$ cat src/rtl/core/ccfe_pkg.sv
// Package for the CRC-16 COBS frame encoder: item types, the command word
// passed from the front part to the back part, constants and the CRC step.
// No dependencies.
`default_nettype none

package ccfe_pkg;

	localparam logic [15:0] CRC_INIT    = 16'hFFFF;
	localparam logic [15:0] CRC_POLY    = 16'h1021;
	localparam logic [7:0]  RUN_MAX     = 8'hFF;
	localparam logic [10:0] LIMIT_MIN   = 11'd2;
	localparam logic [10:0] LIMIT_RESET = 11'd1024;
	localparam int          MAX_FRAME   = 1024;

	typedef struct packed {
		logic [7:0] data_byte;
		logic       frame_end;
	} in_item_t;

	typedef struct packed {
		logic [10:0] write_addr;
		logic [7:0]  write_value;
		logic        frame_done;
		logic [10:0] frame_length;
		logic        status;
	} out_item_t;

	// One accepted input word as the back part needs it.
	typedef struct packed {
		logic [7:0]  data;
		logic        use_byte;
		logic        last;
		logic [15:0] crc;
		logic        ovf;
	} cmd_t;

	function automatic logic [15:0] crc_byte(input logic [15:0] crc, input logic [7:0] b);
		logic [15:0] c;
		c = crc ^ {b, 8'h00};
		for (int i = 0; i < 8; i++) begin
			c = c[15] ? ((c << 1) ^ CRC_POLY) : (c << 1);
		end
		return c;
	endfunction

endpackage

`default_nettype wire

$ cat src/rtl/core/ccfe_fifo.sv
// Small register-based first-in first-out queue with a registered count.
// Depends on nothing; used between the front and back parts and at the output.
`default_nettype none

module ccfe_fifo #(
	parameter int WIDTH = 8,
	parameter int DEPTH = 4
) (
	input  wire logic             clk,
	input  wire logic             arst_n,
	input  wire logic             push,
	input  wire logic [WIDTH-1:0] wdata,
	output logic                  full,
	input  wire logic             pop,
	output logic [WIDTH-1:0]      rdata,
	output logic                  empty
);

	localparam int AW = (DEPTH > 1) ? $clog2(DEPTH) : 1;
	localparam int CW = $clog2(DEPTH + 1);

	logic [WIDTH-1:0] mem_q [DEPTH];
	logic [AW-1:0]    wr_ptr_q;
	logic [AW-1:0]    rd_ptr_q;
	logic [CW-1:0]    count_q;
	logic             do_push;
	logic             do_pop;

	assign full    = (count_q == CW'(DEPTH));
	assign empty   = (count_q == '0);
	assign do_push = push && !full;
	assign do_pop  = pop && !empty;
	assign rdata   = mem_q[rd_ptr_q];

	always_ff @(posedge clk or negedge arst_n) begin
		if (!arst_n) begin
			wr_ptr_q <= '0;
			rd_ptr_q <= '0;
			count_q  <= '0;
		end else begin
			if (do_push) begin
				wr_ptr_q <= (wr_ptr_q == AW'(DEPTH - 1)) ? '0 : wr_ptr_q + 1'b1;
			end
			if (do_pop) begin
				rd_ptr_q <= (rd_ptr_q == AW'(DEPTH - 1)) ? '0 : rd_ptr_q + 1'b1;
			end
			if (do_push && !do_pop) begin
				count_q <= count_q + 1'b1;
			end else if (do_pop && !do_push) begin
				count_q <= count_q - 1'b1;
			end
		end
	end

	always_ff @(posedge clk) begin
		if (do_push) begin
			mem_q[wr_ptr_q] <= wdata;
		end
	end

endmodule

`default_nettype wire

$ cat src/rtl/core/ccfe_front.sv
// Front part: takes payload words, holds the frame limit, runs the CRC and
// decides which bytes fit. Depends on ccfe_pkg.
`default_nettype none

module ccfe_front
	import ccfe_pkg::*;
(
	input  wire logic        clk,
	input  wire logic        arst_n,
	input  wire logic        frame_limit_we,
	input  wire logic [10:0] frame_limit,
	input  wire logic        push,
	input  wire in_item_t    payload,
	output logic             full,
	output logic             cmd_push,
	output cmd_t             cmd,
	input  wire logic        cmd_full
);

	logic [10:0] frame_limit_q;
	logic [15:0] crc_q;
	logic [10:0] byte_count_q;
	logic        overflowed_q;
	logic [10:0] limit;
	logic        fits;
	logic        accept;
	logic [15:0] crc_new;

	always_comb begin
		if (frame_limit_q < LIMIT_MIN) begin
			limit = LIMIT_MIN;
		end else if (32'(frame_limit_q) > MAX_FRAME) begin
			limit = 11'(MAX_FRAME);
		end else begin
			limit = frame_limit_q;
		end
	end

	// Two places are always kept free for the CRC bytes.
	assign fits    = ({1'b0, byte_count_q} + 12'd3) <= {1'b0, limit};
	assign crc_new = fits ? crc_byte(crc_q, payload.data_byte) : crc_q;
	assign full    = cmd_full;
	assign accept  = push && !cmd_full;

	assign cmd_push     = accept && (fits || payload.frame_end);
	assign cmd.data     = payload.data_byte;
	assign cmd.use_byte = fits;
	assign cmd.last     = payload.frame_end;
	assign cmd.crc      = crc_new;
	assign cmd.ovf      = overflowed_q || !fits;

	always_ff @(posedge clk or negedge arst_n) begin
		if (!arst_n) begin
			frame_limit_q <= LIMIT_RESET;
			crc_q         <= CRC_INIT;
			byte_count_q  <= '0;
			overflowed_q  <= 1'b0;
		end else begin
			if (frame_limit_we) begin
				frame_limit_q <= frame_limit;
			end
			if (accept) begin
				if (payload.frame_end) begin
					crc_q        <= CRC_INIT;
					byte_count_q <= '0;
					overflowed_q <= 1'b0;
				end else begin
					crc_q        <= crc_new;
					byte_count_q <= byte_count_q + 11'(fits);
					overflowed_q <= overflowed_q || !fits;
				end
			end
		end
	end

endmodule

`default_nettype wire

$ cat src/rtl/core/ccfe_back.sv
// Back part: COBS stuffing of queued words, one memory write per cycle unless
// stalled, with code-byte write-back and the frame trailer. Depends on ccfe_pkg.
`default_nettype none

module ccfe_back
	import ccfe_pkg::*;
(
	input  wire logic  clk,
	input  wire logic  arst_n,
	input  wire logic  cmd_empty,
	input  wire cmd_t  cmd,
	output logic       cmd_pop,
	output logic       out_push,
	output out_item_t  out_item,
	input  wire logic  out_full
);

	typedef enum logic [5:0] {
		PH_IDLE   = 6'b000001,
		PH_BYTE   = 6'b000010,
		PH_CRC_HI = 6'b000100,
		PH_CRC_LO = 6'b001000,
		PH_CODE   = 6'b010000,
		PH_TERM   = 6'b100000
	} phase_t;

	phase_t      phase_q, phase_d, eff_phase, adv_phase;
	logic [7:0]  run_code_q, run_code_d;
	logic [10:0] code_slot_q, code_slot_d;
	logic [10:0] next_slot_q, next_slot_d;
	logic        close_pend_q, close_pend_d;
	logic        go;
	logic        adv_pop;
	logic [7:0]  stuff_b;

	assign go = !cmd_empty && !out_full;

	// A new word starts at its payload byte, or at the CRC if the byte was dropped.
	assign eff_phase = (phase_q == PH_IDLE) ? (cmd.use_byte ? PH_BYTE : PH_CRC_HI) : phase_q;

	always_comb begin
		adv_pop   = 1'b0;
		adv_phase = PH_CODE;
		stuff_b   = cmd.crc[7:0];
		unique case (eff_phase)
			PH_BYTE: begin
				stuff_b   = cmd.data;
				adv_phase = cmd.last ? PH_CRC_HI : PH_IDLE;
				adv_pop   = !cmd.last;
			end
			PH_CRC_HI: begin
				stuff_b   = cmd.crc[15:8];
				adv_phase = PH_CRC_LO;
			end
			PH_CRC_LO: begin
				stuff_b   = cmd.crc[7:0];
				adv_phase = PH_CODE;
			end
			default: begin
				adv_phase = PH_CODE;
			end
		endcase
	end

	always_comb begin
		phase_d      = phase_q;
		run_code_d   = run_code_q;
		code_slot_d  = code_slot_q;
		next_slot_d  = next_slot_q;
		close_pend_d = close_pend_q;
		cmd_pop      = 1'b0;
		out_push     = 1'b0;
		out_item.write_addr   = code_slot_q;
		out_item.write_value  = run_code_q;
		out_item.frame_done   = 1'b0;
		out_item.frame_length = '0;
		out_item.status       = cmd.ovf;
		if (go) begin
			out_push = 1'b1;
			unique case (eff_phase) inside
				PH_BYTE, PH_CRC_HI, PH_CRC_LO: begin
					if (close_pend_q || stuff_b == 8'h00) begin
						// Close the block: its code goes back to the reserved slot.
						code_slot_d  = next_slot_q;
						next_slot_d  = next_slot_q + 1'b1;
						run_code_d   = 8'd1;
						close_pend_d = 1'b0;
						phase_d      = adv_phase;
						cmd_pop      = adv_pop;
					end else begin
						out_item.write_addr  = next_slot_q;
						out_item.write_value = stuff_b;
						next_slot_d = next_slot_q + 1'b1;
						run_code_d  = run_code_q + 1'b1;
						if (run_code_q + 1'b1 == RUN_MAX) begin
							close_pend_d = 1'b1;
							phase_d      = eff_phase;
						end else begin
							phase_d = adv_phase;
							cmd_pop = adv_pop;
						end
					end
				end
				PH_CODE: begin
					phase_d = PH_TERM;
				end
				PH_TERM: begin
					out_item.write_addr   = next_slot_q;
					out_item.write_value  = 8'h00;
					out_item.frame_done   = 1'b1;
					out_item.frame_length = next_slot_q + 1'b1;
					run_code_d  = 8'd1;
					code_slot_d = '0;
					next_slot_d = 11'd1;
					phase_d     = PH_IDLE;
					cmd_pop     = 1'b1;
				end
				default: begin
					out_push = 1'b0;
				end
			endcase
		end
	end

	always_ff @(posedge clk or negedge arst_n) begin
		if (!arst_n) begin
			phase_q      <= PH_IDLE;
			run_code_q   <= 8'd1;
			code_slot_q  <= '0;
			next_slot_q  <= 11'd1;
			close_pend_q <= 1'b0;
		end else begin
			phase_q      <= phase_d;
			run_code_q   <= run_code_d;
			code_slot_q  <= code_slot_d;
			next_slot_q  <= next_slot_d;
			close_pend_q <= close_pend_d;
		end
	end

	a_pop_with_write: assert property (@(posedge clk) disable iff (!arst_n)
		cmd_pop |-> out_push)
		else $error("queue word retired without a write");

	a_done_retires: assert property (@(posedge clk) disable iff (!arst_n)
		(out_push && out_item.frame_done) |-> (cmd_pop && cmd.last))
		else $error("terminator written without retiring the last word");

	a_pend_full_run: assert property (@(posedge clk) disable iff (!arst_n)
		close_pend_q |-> (run_code_q == RUN_MAX))
		else $error("pending close without a full run");

	a_pend_after_data: assert property (@(posedge clk) disable iff (!arst_n)
		$rose(close_pend_q) |-> $past(out_push) && !$past(cmd_pop))
		else $error("pending close raised without a data write");

endmodule

`default_nettype wire

$ cat src/rtl/core/crc16_cobs_frame_encoder.sv
// Top level of the CRC-16 COBS frame encoder: front part, command queue,
// back part and result queue. Depends on ccfe_pkg, ccfe_fifo, ccfe_front, ccfe_back.
//
// Channel        Direction  Handshake          Word
// payload        in         push / full        in_item_t (data_byte, frame_end)
// result         out        pop / empty        out_item_t (write_addr .. status)
// frame_limit    in         frame_limit_we     11-bit limit, no read-back
//
// The front takes one word per cycle while the command queue has room; the
// CRC byte step is done in that same cycle.
// The back makes one memory write per cycle unless it stalls; a byte closing a run
// of 254 adds its code-byte write, a frame end the CRC, code-byte and zero writes.
// The back stalls only on a full result queue; the front only on a full command queue.
// Reset is asynchronous, active low; after it the limit is 1024 and no frame is open.
`default_nettype none

module crc16_cobs_frame_encoder
	import ccfe_pkg::*;
#(
	parameter int QUEUE_DEPTH = 4
) (
	input  wire logic        clk,
	input  wire logic        arst_n,
	input  wire logic        frame_limit_we,
	input  wire logic [10:0] frame_limit,
	input  wire logic        push,
	input  wire in_item_t    payload,
	output logic             full,
	input  wire logic        pop,
	output out_item_t        result,
	output logic             empty
);

	logic      cmd_push;
	cmd_t      cmd_in;
	logic      cmd_full;
	logic      cmd_pop;
	cmd_t      cmd_head;
	logic      cmd_empty;
	logic      out_push;
	out_item_t out_item;
	logic      out_full;

	ccfe_front u_front (
		.clk            (clk),
		.arst_n         (arst_n),
		.frame_limit_we (frame_limit_we),
		.frame_limit    (frame_limit),
		.push           (push),
		.payload        (payload),
		.full           (full),
		.cmd_push       (cmd_push),
		.cmd            (cmd_in),
		.cmd_full       (cmd_full)
	);

	ccfe_fifo #(
		.WIDTH ($bits(cmd_t)),
		.DEPTH (QUEUE_DEPTH)
	) u_cmd_queue (
		.clk    (clk),
		.arst_n (arst_n),
		.push   (cmd_push),
		.wdata  (cmd_in),
		.full   (cmd_full),
		.pop    (cmd_pop),
		.rdata  (cmd_head),
		.empty  (cmd_empty)
	);

	ccfe_back u_back (
		.clk       (clk),
		.arst_n    (arst_n),
		.cmd_empty (cmd_empty),
		.cmd       (cmd_head),
		.cmd_pop   (cmd_pop),
		.out_push  (out_push),
		.out_item  (out_item),
		.out_full  (out_full)
	);

	ccfe_fifo #(
		.WIDTH ($bits(out_item_t)),
		.DEPTH (2)
	) u_out_queue (
		.clk    (clk),
		.arst_n (arst_n),
		.push   (out_push),
		.wdata  (out_item),
		.full   (out_full),
		.pop    (pop),
		.rdata  (result),
		.empty  (empty)
	);

endmodule

`default_nettype wire
$ cat config.mk
export PLATFORM = sky130hd
export DESIGN_NAME = crc16_cobs_frame_encoder
export DESIGN_NICKNAME = d
export VERILOG_FILES = /design/src/rtl/core/ccfe_pkg.sv /design/src/rtl/core/ccfe_fifo.sv /design/src/rtl/core/ccfe_front.sv /design/src/rtl/core/ccfe_back.sv /design/src/rtl/core/crc16_cobs_frame_encoder.sv
export SDC_FILE = /design/constraint.sdc
export NUM_CORES = 1
export LEC_CHECK = 0
export BUFFER_PORTS_ARGS = -buffer_cell sky130_fd_sc_hd__buf_4
export CAP_MARGIN = 20
export CORE_ASPECT_RATIO = 0.75
export CORE_UTILIZATION = 61
export DETAILED_ROUTE_END_ITERATION = 7
export PLACE_DENSITY = 0.79
export SLEW_MARGIN = 10
export SYNTH_ARGS = -nofsm -noshare
export SYNTH_HDL_FRONTEND = slang
export SYNTH_SLANG_ARGS = --single-unit
$ cat constraint.sdc
create_clock -name clk -period 5.5 [get_ports clk]
set_input_delay 1.375 -clock clk [delete_from_list [all_inputs] [get_ports clk]]
set_output_delay 1.375 -clock clk [all_outputs]
set_load 0.005 [all_outputs]
; Word-level counts from Yosys, hierarchy flattened
; Memory sizes are Yosys's and may differ from the RTL's.
; Cells that the tools add are included.
[totals]
word_cells = 143
mem_bits_ro = 0
ramBits = 172
register_bits = 87
mem_count = 2
out_inout_bits = 34
latch_bits = 0
input_bits = 25
[classes]
bitwise = 9
addsub = 12
n_eq_ne = 12
n_lt_le_gt_ge = 3
multipliers = 0
shift = 0
div = 0
muxes = 52
reduce_logical = 38
[mem_list]
columns = memory, words, word_bits, rd, rd_ports_with_merged_regs, write_ports, line_no
row1 = u_cmd_queue.mem_q, 4, 27, 1, 0, 1, ccfe_fifo.sv:22  ; logic [WIDTH-1:0] mem_q [DEPTH];
row2 = u_out_queue.mem_q, 2, 32, 1, 0, 1, ccfe_fifo.sv:22
[ops]
columns = cell, count
row1 = $mux 13, 8
row2 = $mux 11, 4
row3 = $pmux 11 s2, 2
row4 = $pmux 19 s2, 1
row5 = $mux 16, 2
row6 = $pmux 8 s2, 2
row7 = $mux 31, 1
row8 = $not 3->3, 8
row9 = $mux 19, 1
row10 = $mux 6, 3
row11 = $pmux 6 s3, 1
row12 = $xor 16x16->16, 1
row13 = $mux 1, 15
row14 = $add 11x2->12 const B, 1
row15 = $le 12x11->1, 1
row16 = $mux 12, 1
row17 = $mux 3, 4
row18 = $pmux 6 s2, 1
row19 = $add 11x1->11, 1
row20 = $add 11x1->11 const B, 1
row21 = $gt 11x11->1 const B, 1
row22 = $logic_and 1x1->1, 11
row23 = $lt 11x2->1 const B, 1
row24 = $logic_not 1->1, 10
row25 = other kinds (29), 44

; Depth between registers and ports, before layout
; Gate-level depths: netlist (run 1).
[depth]
depth_word = 19
mapped_depth = 20
ltp_nobuf = 19

; By module
; From an unflattened synthesis (run 1), not the netlist that was laid out.
[unflattened]
hier_cells = 871
area_unflattened_um2 = 12390.6
[by_module_without_submodules]
columns = module, area_each_um2, cells_per_inst, n_inst, seq_area_each_um2
row1 = ccfe_fifo at u_cmd_queue, 4336.7, 178, 1, 3418.3
row2 = ccfe_front, 2727.6, 258, 1, 997.2
row3 = ccfe_back, 2667.6, 316, 1, 929.6
row4 = ccfe_fifo at u_out_queue, 2658.8, 119, 1, 2021.9

; Worst setup path before layout (run 1)
; No wires, ideal clock.
[synth_path]
path_kind = reg-to-reg
start = reg u_back.phase_q[1]
end = reg u_cmd_queue.count_q[2]
path_slack_ns = 1.703
synth_period_minus_slack_ns = 3.797
path_stages_with_launch = 16
n_path_buf = 2
t_arrival_ns = 3.717
setup_ns = 0.079
t_required_ns = 5.421
cell_sequence = dfrtp_1 > buf_6 > or4_4 > or4_1 > o21ai_2 > a21boi_1 > nor4_4 > or3_1 > buf_6 > a21oi_2 > ha_1 > inv_1 > fa_1 > xor2_1 > nor2_1 > xor2_1
[synth_via]
elab_chain_len = 13
word_cells_on_any_way = 21
classes_between = eq/ne: 5 / mux: 8 / reduce/logical: 8
[synth_lines]
columns = element, line_no
row1 = from (decl), ccfe_back.sv:27  ; phase_t phase_q, phase_d, eff_phase, adv_phase;
row2 = from (signal assigned), ccfe_back.sv:133  ; phase_q <= phase_d;
row3 = $eq 6x1->1, ccfe_back.sv:39  ; assign eff_phase = (phase_q == PH_IDLE) ? (cmd.use_byte ? PH_BYTE : PH_CRC_HI) : phase_q;
row4 = $mux 6 *, ccfe_back.sv:39
row5 = $eq 6x3->1 or $eq 6x2->1 (tied branches), ccfe_back.sv:45  ; unique case (eff_phase)
row6 = $pmux 8 s2, ccfe_back.sv:45
row7 = $logic_not 8->1, ccfe_back.sv:82  ; if (close_pend_q || stuff_b == 8'h00) begin
row8 = $logic_or 1x1->1, ccfe_back.sv:82
row9 = $mux 1, ccfe_back.sv:82
row10 = $pmux 1 s2 *, ccfe_back.sv:80  ; unique case (eff_phase) inside
row11 = $mux 1 *, ccfe_back.sv:78  ; if (go) begin
row12 = $logic_and 1x1->1 *, ccfe_fifo.sv:32  ; assign do_pop = pop && !empty;
row13 = $logic_not 1->1, ccfe_fifo.sv:47  ; if (do_push && !do_pop) begin
row14 = $logic_and 1x1->1, ccfe_fifo.sv:47
row15 = $mux 3 or $reduce_bool 2->1 (tied branches), n/a
row16 = to (signal assigned), ccfe_fifo.sv:48  ; count_q <= count_q + 1'b1;
row17 = to (signal assigned), ccfe_fifo.sv:50  ; count_q <= count_q - 1'b1;
row18 = to (decl), ccfe_fifo.sv:25  ; logic [CW-1:0] count_q;
; Mark *: on every way between the ends. The rest lies on a longest branch, timed or not.
; A chain may end at the register's enable or synchronous reset.

; Final worst setup path (run 1)
[layout_path]
start = reg u_front.frame_limit_q[7]
end = reg u_cmd_queue.count_q[1]
[layout_via]
elab_chain_len = 10
word_cells_on_any_way = 13
classes_between = order compare: 3 / mux: 3 / reduce/logical: 7
[layout_lines]
columns = element, line_no
row1 = from (decl), ccfe_front.sv:20  ; logic [10:0] frame_limit_q;
row2 = from (signal assigned), ccfe_front.sv:60  ; frame_limit_q <= frame_limit;
row3 = $gt 11x11->1, ccfe_front.sv:32  ; end else if (32'(frame_limit_q) > MAX_FRAME) begin
row4 = $mux 11, ccfe_front.sv:32
row5 = $mux 11 *, ccfe_front.sv:30  ; if (frame_limit_q < LIMIT_MIN) begin
row6 = $le 12x11->1 *, ccfe_front.sv:40  ; assign fits = ({1'b0, byte_count_q} + 12'd3) <= {1'b0, limit};
row7 = $logic_or 1x1->1 *, ccfe_front.sv:45  ; assign cmd_push = accept && (fits || payload.frame_end);
row8 = $logic_and 1x1->1 *, ccfe_front.sv:45
row9 = $logic_and 1x1->1 *, ccfe_fifo.sv:31  ; assign do_push = push && !full;
row10 = via u_cmd_queue.do_push, ccfe_fifo.sv:26  ; logic do_push;
row11 = $logic_not 1->1, ccfe_fifo.sv:49  ; end else if (do_pop && !do_push) begin
row12 = $logic_and 1x1->1, ccfe_fifo.sv:49
row13 = $reduce_bool 2->1 (no line), n/a
; The timed path passes the listed nets; every way through them passes the cells marked *.

==> metrics.md, run 1 <==
| Metric | Value |
|---|---|
| Port bufs | 58 |
| Non-filler cells, final | 1237 |
| Buf/Inv on CP | 3 |
| Register area share after synthesis | 0.6115 |
| Die footprint | 20320 µm² |
| Post-synth EDFFs | 172 |
| I/O pin cnt | 59 |
| Clock buffer depth | 3 |
| Comb pwr share | 0.219 |
| CTS Buf Count | 24 |
| Initial Utilization | 0.6234 |
| Design Area, Final | 13480 µm² |
| CP Class | flip-flop to flip-flop |
| Static Leak | 4.724 nW |
| Worst path max stage delay | 410 ps |
| Synth area leaders | edfxtp_1, dfrtp_1, mux4_2 |
| Achievable frequency | 238.5 MHz |
| CP endpoint kind | flip-flop |
| Gr usage total | 0.2382 |
| RSZ-0062 raised after global routing | no |
| RR Endpoint | u_cmd_queue.count_q[1] |
| Vias in the first global route | 7020 |
| Critical path launch point type | flip-flop |
| Syn avg cell area | 13.17 µm² |
| Clock Power Share | 0.289 |
| Depth of the CTS H-tree | 1 |
| CTS root buf | clkbuf_16 |
| WHS Endpoint | u_back.code_slot_q[0] |
| Detailed-route vias per instance | 5.973 |
| Final Hold Fails | 0 |
| Largest net degree at the start of global routing | 68 |
| Depth of the most critical reg-to-reg path | 17 |
| GP Congestion | 0.8859 |
| Routed WL | 23.19 mm |
| Setup Total Neg Slack | 0 ps |
| Cell taking the most area after synthesis | edfxtp_1 |
| Antenna Cells | 0 |
| Yosys reg bits | 259 |
| Top Metal Used | met4 |
| Hold Crit Depth | 2 |
| Layout cells sized above 1 | 0.2236 |
| # rows | 44 |
| DR vias | 7389 |
| Switch Pwr | 0.001654 W |
| Critical-path top delay cell | dfrtp_1 |
| Critical register-to-register path startpoint | u_front.frame_limit_q[7] |
| Post-route DRC | 0 |
| Clk slew on worst S/H paths | 60 ps |
| Initial antenna violation count | 0 |
| Met3 wire length | 1.235 mm |
| Synth warnings | 0 |
| Syn Std Cell Area | 12050 µm² |
| Skew final | 13.71 ps |
| First-pass GRT wire length | 37.36 mm |
| Iteration-0 DRC Markers | 762 |
| Final Max Slew Viols | 0 |
| WL met1 | 10.84 mm |
| Post-CTS Setup Bufs | 0 |
| CP required | 5900 ps |
| Cell Pwr Density | 425.1 nW/µm² |
| Final HPWL DP | 15.15 mm |
| Gr ovfl total | 0 |
| Height of the die | 123.7 µm |
| P&R area growth vs syn | 11.86% |
| Final #Nets | 1016 |
| Max_cap viols | 0 |
| Post-route ant nets | 0 |
| Most frequent cell after synthesis | edfxtp_1 |
| Crit-path max FO | 35 |
| Total power | 0.005728 W |
| Seq pwr share | 0.491 |
| Hold Path Class | flip-flop to flip-flop |
| Floorplan die width | 164.3 µm |
| CTS tree | yes |
| Worst EP arrival | 4590 ps |
| Core Util, Final | 0.6974 |
| Hold-fix buffers at CTS | 0 |
| Fin crit share | 0.7623 |
| Synth top area share | 0.4287 |
| Slew @ Worst Pin | 978.5 ps |
| Post-Syn Nets | 965 |
| Sw Share | 0.2888 |
| CP cell instances | nor4_1 > nand3_1 > a21o_1 > ha_1 > nor2b_1 > o211ai_1 > a21o_1 > a21boi_0 > o21ai_0 > a21oi_2 > buf_4 > clkinv_1 > o21a_1 > ha_1 > inv_1 > fa_1 > mux2_2 |
| Internal | 0.004074 W |
| Cts repair resizes | 0 |
| Async set or reset register ratio after synthesis | 0.3359 |
| Synth cell types | 60 |
| R2r setup slk | 1310 ps |
| Relative slew slack | 0.3452 |
| DP Area | 12690 µm² |
| Clock Latency Late Sink | 520 ps |
| First-pass iteration count of the detailed router | 5 |
| Clk sinks | 259 |
| Drt wl/cell | 18.75 µm |
| Final Setup Violations | 0 |
| Met2 Wirelength | 10.76 mm |
| Post-Synthesis Cells | 915 |
| Crit path max-delay family | compound AO/OA/AOI/OAI gates |
| List of most frequent post-synthesis cells | edfxtp_1, nor2_1, nand2_1 |
| Final min period | 4192 ps |
| Status | completed |
| Placed cells | 1193 |
| Peak VDD IR | 0.2988 mV |
| Core area | 19320 µm² |
| Worst Hold Launch | u_back.code_slot_q[0] |
| Main flop type after synthesis | edfxtp_1 |
area by class of cell:
cell class              count  area (µm²)
inverters                  26       97.59
clock inverters            12       136.4
well taps                 253       316.6
repair buffers             71       533.0
multi-input cells         584        4372
fillers                  1323        5848
clock buffers              32       651.9
flip-flops and latches    259        7368
flip-flops by register name, indices dropped and copies added, names as in the netlist, 3 cells and up:
register               flops
u_back.code_slot_q        11
u_back.next_slot_q        11
u_back.phase_q             6
u_back.run_code_q          8
u_cmd_queue.count_q        3
u_cmd_queue.mem_q        108
u_front.byte_count_q      11
u_front.crc_q             16
u_front.frame_limit_q     11
u_out_queue.mem_q         64
power groups by stage:
| stage | combinational (W) | clock [W] | sequential (W) |
|---|---|---|---|
| after floorplan | 0.000900 | 0 | 0.00277 |
| after global placement | 0.00120 | 0 | 0.00283 |
| after detailed placement | 0.00124 | 0 | 0.00285 |
| after CTS | 0.00126 | 0.00168 | 0.00281 |
| after global routing | 0.00138 | 0.00175 | 0.00285 |
| final | 0.00126 | 0.00166 | 0.00281 |
kinds of logic after synthesis:
group | after synthesis | synth area share
XOR/XNOR | 61 | 0.04435
AND/OR/NAND/NOR | 275 | 0.1098
adder cells (fa/ha/maj) | 25 | 0.02659
flip-flops | 259 | 0.6115
multiplexers | 97 | 0.1154
AO/OA/AOI/OAI | 126 | 0.06606
buffers and inverters | 72 | 0.02628
how the worst max path moves through the flow:
stage                             start                       end  slack (ps)  depth (start not counted)
2_1_floorplan         u_back.phase_q[1]    u_cmd_queue.count_q[2]        1700                         15
6_report       u_front.frame_limit_q[7]    u_cmd_queue.count_q[1]        1310                         17
4_1_cts        u_front.frame_limit_q[7]    u_cmd_queue.count_q[1]        1300                         17
3_3_place_gp   u_front.frame_limit_q[7]    u_cmd_queue.count_q[1]        1490                         17
5_1_grt        u_front.frame_limit_q[7]  u_front.byte_count_q[10]         920                         19
3_5_place_dp   u_front.frame_limit_q[7]    u_cmd_queue.count_q[1]        1330                         17
metrics by stage:
stage / hold WS [ps] / setup WS [ps]
floorplan: 476.7 / 1703
global placement: 500.6 / 1493
detailed placement: 505.1 / 1331
CTS: 516.7 / 1297
global route: 534.4 / 915.6
finish: 514.6 / 1308
metal layers:
metal	vias up	global-route usage
li1	3464	-
met1	3662	0.3635
met2	230	0.3726
met3	33	0.02997
met4	0	0.04572
met5	-	0
tightest hold or removal path, stage by stage (launching register included):
cell,delay (ps)
dfrtp_1,370
inv_1,50
mux2i_1,50
placed cells by master, fill, tap and decap left out, types with 7 or more instances in the layout:
cell type  instances
nand2_1           72
dfrtp_1           66
xnor2_1           42
clkbuf_1           7
edfxtp_1         172
nor4_1            12
xor2_1            19
a21oi_1           26
inv_1             23
and3_1            13
nand2b_1           8
and2_1            10
clkbuf_16         25
mux4_2            27
o21ai_0           48
a22o_1             9
ha_1              24
mux2_2            52
buf_4             71
nand3_1           15
nor2_1            73
dfstp_2           20
mux2i_1           11
nor3_1            45
Power figures use the tool's default switching activity.
==> run 2, diff against run 1 <==
CORE_UTILIZATION = 56   (was 61)
PLACE_DENSITY = 0.77   (was 0.79)
clock period = 3.81 ns   (was 5.5 ns; I/O delays follow)
==> run 2 against run 1 <==
Effect of this change:
- total power increased by 51%
- combinational power increased by 54%
- cell count increased by 4.9%
- via count increased by 0.80%
- sequential cell count unchanged
- critical endpoint unchanged
- setup slack got worse by 1200 ps
- worst hold slack improved by 2.6 ps
==> metrics.md, run 2 (same netlist as run 1, synthesis figures left out) <==
| Metric | Value |
|---|---|
| Status | completed |
| Levels on crit path | 11 (-6) |
| Final HPWL DP | 15.52 mm (+2.4%) |
| Initial antenna violation count | 0 (unchanged) |
| Worst path max stage delay | 550 ps (+140 ps) |
| Final Hold Fails | 0 (unchanged) |
| Critical Path Start | u_back.phase_q[0] |
| First-pass iteration count of the detailed router | 5 (unchanged) |
| Final Max Slew Viols | 0 (unchanged) |
| CP endpoint kind | flip-flop |
| Relative slew slack | 0.3896 (+0.04435) |
| Final Setup Violations | 0 (unchanged) |
| Final min period | 3713 ps (-479.8 ps) |
| CP required | 4220 ps (-1680 ps) |
| Clock Latency Late Sink | 530 ps (about the same) |
| Detailed-route vias per instance | 5.738 (-3.9%) |
| Depth of the most critical reg-to-reg path | 11 (-6) |
| Post-route DRC | 0 (unchanged) |
| Slew @ Worst Pin | 915.6 ps (-62.91 ps) |
| Worst Hold Launch | u_back.code_slot_q[8] |
| Initial Utilization | 0.5703 (-0.05310) |
| Clk slew on worst S/H paths | 70 ps (about the same) |
| Layout cells sized above 1 | 0.2614 (+0.03781) |
| CP cell instances | or4b_1 > o2111a_1 > a22o_1 > or4_4 > nor4_4 > or3_1 > a21oi_2 > ha_2 > inv_1 > fa_2 > mux2_2 |
| Drt wl/cell | 18.42 µm (-1.7%) |
| Height of the die | 129.0 µm (+4.3%) |
| CTS root buf | clkbuf_16 |
| I/O pin cnt | 59 (unchanged) |
| Critical register-to-register path startpoint | u_back.phase_q[0] |
| Achievable frequency | 269.4 MHz (+13%) |
| Routed WL | 23.91 mm (+3.1%) |
| Hold-fix buffers at CTS | 0 (unchanged) |
| CTS tree | yes |
| Antenna Cells | 0 (unchanged) |
| # rows | 46 (+4.5%) |
| Fin crit share | 0.9744 (+0.2122) |
| RR Endpoint | u_cmd_queue.count_q[1] |
| Post-route ant nets | 0 (unchanged) |
| Critical path launch point type | flip-flop |
| Cell Pwr Density | 621.9 nW/µm² (+46%) |
| Crit-path max FO | 10 (-71%) |
| DR vias | 7448 (+0.80%) |
| Gr ovfl total | 0 (unchanged) |
| End of the critical path | u_cmd_queue.count_q[1] |
| Hold WS | 517.1 ps (+2.594 ps) |
| Critical-path top delay cell | or4_4 |
| Total power | 0.008650 W (+51%) |
| GP Congestion | 0.8536 (-3.6%) |
| R2r setup slk | 100 ps (-1210 ps) |
| Gr usage total | 0.2238 (-0.01439) |
| Static Leak | 4.903 nW (+3.8%) |
| Crit path max-delay family | simple AND/OR/NAND/NOR gates |
| First-pass GRT wire length | 38.32 mm (+2.6%) |
| P&R area growth vs syn | 15.47% |
| CTS Buf Count | 26 (+8.3%) |
| Largest net degree at the start of global routing | 73 (+7.4%) |
| Skew final | 14.54 ps (+0.8275 ps) |
| Worst EP arrival | 4130 ps (-460 ps) |
| Buf/Inv on CP | 1 (-2) |
| Max_cap viols | 0 (unchanged) |
| Depth of the CTS H-tree | 1 (unchanged) |
| Floorplan die width | 171.4 µm (+4.3%) |
| Die footprint | 22110 µm² (+8.8%) |
| Peak VDD IR | 0.4620 mV (+55%) |
| Most frequent cells in the layout | edfxtp_1, buf_4, nor2_1 |
| Clock buffer depth | 3 (unchanged) |
| Final #Nets | 1040 (+2.4%) |
| Vias in the first global route | 7124 (+1.5%) |
| Core area | 21120 µm² (+9.3%) |
| Hold Path Class | flip-flop to flip-flop |
| Clk sinks | 259 (unchanged) |
| CP Class | flip-flop to flip-flop |
| Top flop regs | u_cmd_queue.mem_q x108, u_out_queue.mem_q x64, u_front.crc_q x16 |
| Port bufs | 58 (unchanged) |
| Largest reg by FF count | u_cmd_queue.mem_q |
| Filler cells | 1496 (+13%) |
| Iteration-0 DRC Markers | 676 (-11%) |
| Number of flip-flops under the largest register name | 108 (unchanged) |
| Most common cell after layout, fill and taps aside | edfxtp_1 |
==> run 2: cell type report <==
class                      instances  area [µm²]  share of cell area
clock buffer                      34       710.7             0.05109
clock inverter                    14       197.7             0.01421
tap                              288       360.3             0.02591
timing repair buffer              93       773.2             0.05559
inverter                          26       97.59            0.007016
multi-input combinational        584        4394              0.3159
sequential                       259        7376              0.5303
==> run 2: power breakdown <==
group          total, W  internal, W  switching, W
Sequential      0.00403      0.00379      0.000248
Combinational   0.00194     0.000738       0.00120
Clock           0.00267      0.00160       0.00107
==> run 2: metal layers <==
metal | track usage | up-vias | share of wire
met4 | 0.05252 | 0 | 0.016
met5 | 0 | - | 0
met1 | 0.3434 | 3633 | 0.47
li1 | - | 3527 | -
met2 | 0.3331 | 256 | 0.44
met3 | 0.04154 | 32 | 0.068
==> run 2: what timing repair did <==
item / 4_1_cts / 5_1_grt
setup endpoints to repair: 0 / 2
gates resized for setup: 0 / 17
buffers inserted: 0 / 2
==> run 2: tightest hold or removal path, cell delays in order (launching register included) <==
cell and delay (ps):
dfrtp_1 370, inv_1 50, mux2i_1 50
==> run 2: worst min path at each step <==
stage	slack (ps)	depth (start not counted)	end
6_report	520	2	u_back.code_slot_q[8]
5_1_grt	550	2	u_back.code_slot_q[8]
4_1_cts	520	2	u_back.code_slot_q[0]
3_5_place_dp	510	2	u_back.code_slot_q[0]
3_3_place_gp	500	2	u_front.overflowed_q
2_1_floorplan	480	1	u_cmd_queue.count_q[2]
==> run 2: stage by stage <==
step	area (µm²)	util	worst slack, ps	std cells	TNS [ps]
floorplan	12050	-	13.49	915	0
global placement	12960	0.6134	192.9	1248	0
detailed placement	12960	0.6134	69.35	1248	0
CTS	13860	0.6564	22.00	1296	0
global route	13910	0.6585	-6.914	1298	-12.04
finish	13910	0.6585	97.38	1298	0
==> run 3, diff against run 2 <==
CORE_UTILIZATION = 61   (was 56)
CTS_CLUSTER_SIZE = 10   (was unset)
PLACE_DENSITY = 0.87   (was 0.77)
clock period = 3.7 ns   (was 3.81 ns; I/O delays follow)
==> run 3 against run 2 <==
Effect of this change:
- clock-buffer cell count rose by 19
- combinational power up 8%
- wire length up 4.0%
- critical path type unchanged
- clock skew hardly changed
- critical endpoint unchanged
- total power up 1.6%
- cell count is 2.0% lower
==> metrics.md, run 3 (same netlist as run 1, synthesis figures left out) <==
| Metric | Value |
|---|---|
| Hold WS | 511.2 ps (-5.980 ps) |
| Post-Place Worst Slack | 97.96 ps (+28.61 ps) |
| Setup Total Neg Slack | 0 ps (unchanged) |
| Static Leak | 4.889 nW (-0.29%) |
| Antenna Cells | 0 (unchanged) |
| Final Setup Violations | 0 (unchanged) |
| Largest reg by FF count | u_cmd_queue.mem_q |
| Worst path max stage delay | 550 ps (about the same) |
| Post-route ant nets | 0 (unchanged) |
| Fin crit share | 0.9692 (-0.005283) |
| Crit-path max FO | 5 (-5) |
| Achievable frequency | 278.9 MHz (+3.5%) |
| Post-route DRC | 0 (unchanged) |
| CP endpoint kind | flip-flop |
| Top flop regs | u_cmd_queue.mem_q x108, u_out_queue.mem_q x64, u_front.crc_q x16 |
| Most frequent cells in the layout | edfxtp_1, buf_4, nor2_1 |
| Initial antenna violation count | 0 (unchanged) |
| Max_cap viols | 0 (unchanged) |
| Final HPWL DP | 15.83 mm (+2.0%) |
| Clock buffer depth | 3 (unchanged) |
| Height of the die | 123.7 µm (-4.1%) |
| CP Class | flip-flop to flip-flop |
| Vias in the first global route | 7381 (+3.6%) |
| Slew @ Worst Pin | 923.0 ps (+7.416 ps) |
| First-pass iteration count of the detailed router | 5 (unchanged) |
| R2r setup slk | 110 ps (+20 ps) |
| Routed WL | 24.88 mm (+4.0%) |
| Cts repair resizes | 0 (unchanged) |
| Iteration-0 DRC Markers | 629 (-7.0%) |
| CTS Buf Count | 29 (+12%) |
| Critical register-to-register path startpoint | u_back.phase_q[0] |
| Hold Path Class | input pin to asynchronous set/reset pin |
| Grt met2 use | 0.3974 (+0.06432) |
| First-pass GRT wire length | 39.24 mm (+2.4%) |
| Depth of the most critical reg-to-reg path | 11 (unchanged) |
| Number of flip-flops under the largest register name | 108 (unchanged) |
| # rows | 44 (-4.3%) |
| Top Usage Layer GRT | met2 |
| Cell Pwr Density | 634.5 nW/µm² (+2.0%) |
| CP cell instances | or4b_1 > o2111a_1 > a22o_1 > or4_4 > nor4_4 > or3_4 > a21oi_4 > ha_4 > inv_2 > fa_1 > mux2_2 |
| Largest net degree at the start of global routing | 73 (unchanged) |
| GP Congestion | 0.9245 (+8.3%) |
| I/O pin cnt | 59 (unchanged) |
| Critical-path top delay cell | or4_4 |
| DP Area | 13000 µm² (+0.33%) |
| Clk sinks | 259 (unchanged) |
| Critical path launch point type | flip-flop |
| Worst EP arrival | 4000 ps (-130 ps) |
| Clk slew on worst S/H paths | 60 ps (about the same) |
| Final worst setup slack | 114.1 ps (+16.73 ps) |
| Drt wl/cell | 19.56 µm (+6.1%) |
| Final Max Slew Viols | 0 (unchanged) |
| CP required | 4110 ps (-110 ps) |
| Status | completed |
| Initial Utilization | 0.6234 (+0.05310) |
| Detailed-route vias per instance | 6.045 (+5.3%) |
| Design Area, Final | 13850 µm² (-0.45%) |
| GR Layer Usage met1 | 0.3715 (+0.02816) |
| Final #Nets | 1046 (+0.58%) |
| Layout cells sized above 1 | 0.2483 (-0.01310) |
| Final min period | 3586 ps (-126.7 ps) |
| P&R area growth vs syn | 14.95% |
| Most common cell after layout, fill and taps aside | edfxtp_1 |
| Floorplan die width | 164.3 µm (-4.1%) |
| Gr usage total | 0.2528 (+0.02904) |
| Gr ovfl total | 0 (unchanged) |
| DR vias | 7689 (+3.2%) |
| Post-CTS Setup Bufs | 0 (unchanged) |
| Final Hold Fails | 0 (unchanged) |
| Depth of the CTS H-tree | 1 (unchanged) |
| Peak VDD IR | 0.6070 mV (+31%) |
| Port bufs | 58 (unchanged) |
| Die footprint | 20320 µm² (-8.1%) |
| Relative slew slack | 0.3846 (-0.004945) |
| RR Endpoint | u_cmd_queue.count_q[1] |
| CTS tree | yes |
| Hold-fix buffers at CTS | 0 (unchanged) |
| Skew final | 14.92 ps (+0.3824 ps) |
| Crit path max-delay family | simple AND/OR/NAND/NOR gates |
| Buf/Inv on CP | 1 (unchanged) |
| CTS root buf | clkbuf_16 |
| Clock Latency Late Sink | 540 ps (about the same) |
| Met3 track demand over resource | 0.04196 (+0.0004186) |
| Core area | 19320 µm² (-8.5%) |
[run 3: changes by cell type in the layout (fill, tap and decap cells not counted), sizes merged]
cell,previous run,this run
clkinvlp,1,0
inv,27,24
clkbuf,34,53
clkinv,8,3
bufinv,4,0
buf,93,96
[run 3: report_power, final]
part	switching, W	leakage, nW	internal, W
registers	0.000256	2.53	0.00390
logic	0.00129	1.97	0.000808
clock network	0.00107	0.390	0.00147
[run 3: stage by stage]
step | cells | utilization | total power, W
floorplan | 915 | - | 0.005469
global placement | 1218 | 0.6727 | 0.006115
detailed placement | 1218 | 0.6727 | 0.006244
CTS | 1272 | 0.7154 | 0.008795
global route | 1272 | 0.7166 | 0.009181
finish | 1272 | 0.7166 | 0.008786
[run 3: metal layers]
metal  vias to the layer above  routed length, µm  part of all wire
met5                         -                  0                 0
met4                         0                459             0.018
met3                        41               1652             0.066
met2                       288              11530              0.46
met1                      3818              11240              0.45
li1                       3542                  -                 -
[run 3: how the worst max path moves through the flow]
stage                             from                     end  slack [ps]  depth (start not counted)
6_report             u_back.phase_q[0]  u_cmd_queue.count_q[1]         110                         11
4_1_cts        u_front.byte_count_q[0]  u_cmd_queue.count_q[2]          70                         19
2_1_floorplan        u_back.phase_q[0]  u_cmd_queue.count_q[1]         -20                         13
3_3_place_gp         u_back.phase_q[0]  u_cmd_queue.count_q[1]         180                         11
5_1_grt              u_back.phase_q[0]  u_cmd_queue.count_q[1]        -0.7                         11
3_5_place_dp         u_back.phase_q[3]  u_cmd_queue.count_q[2]         100                         14
[run 3: cell type report]
class / instances / area (µm²)
Clock buffer: 53 / 815.8
Clock inverter: 1 / 8.758
Fill cell: 1247 / 5477
Inverter: 26 / 97.59
Multi-Input combinational cell: 584 / 4417
Sequential cell: 259 / 7371
Tap cell: 253 / 316.6
Timing Repair Buffer: 96 / 820.8
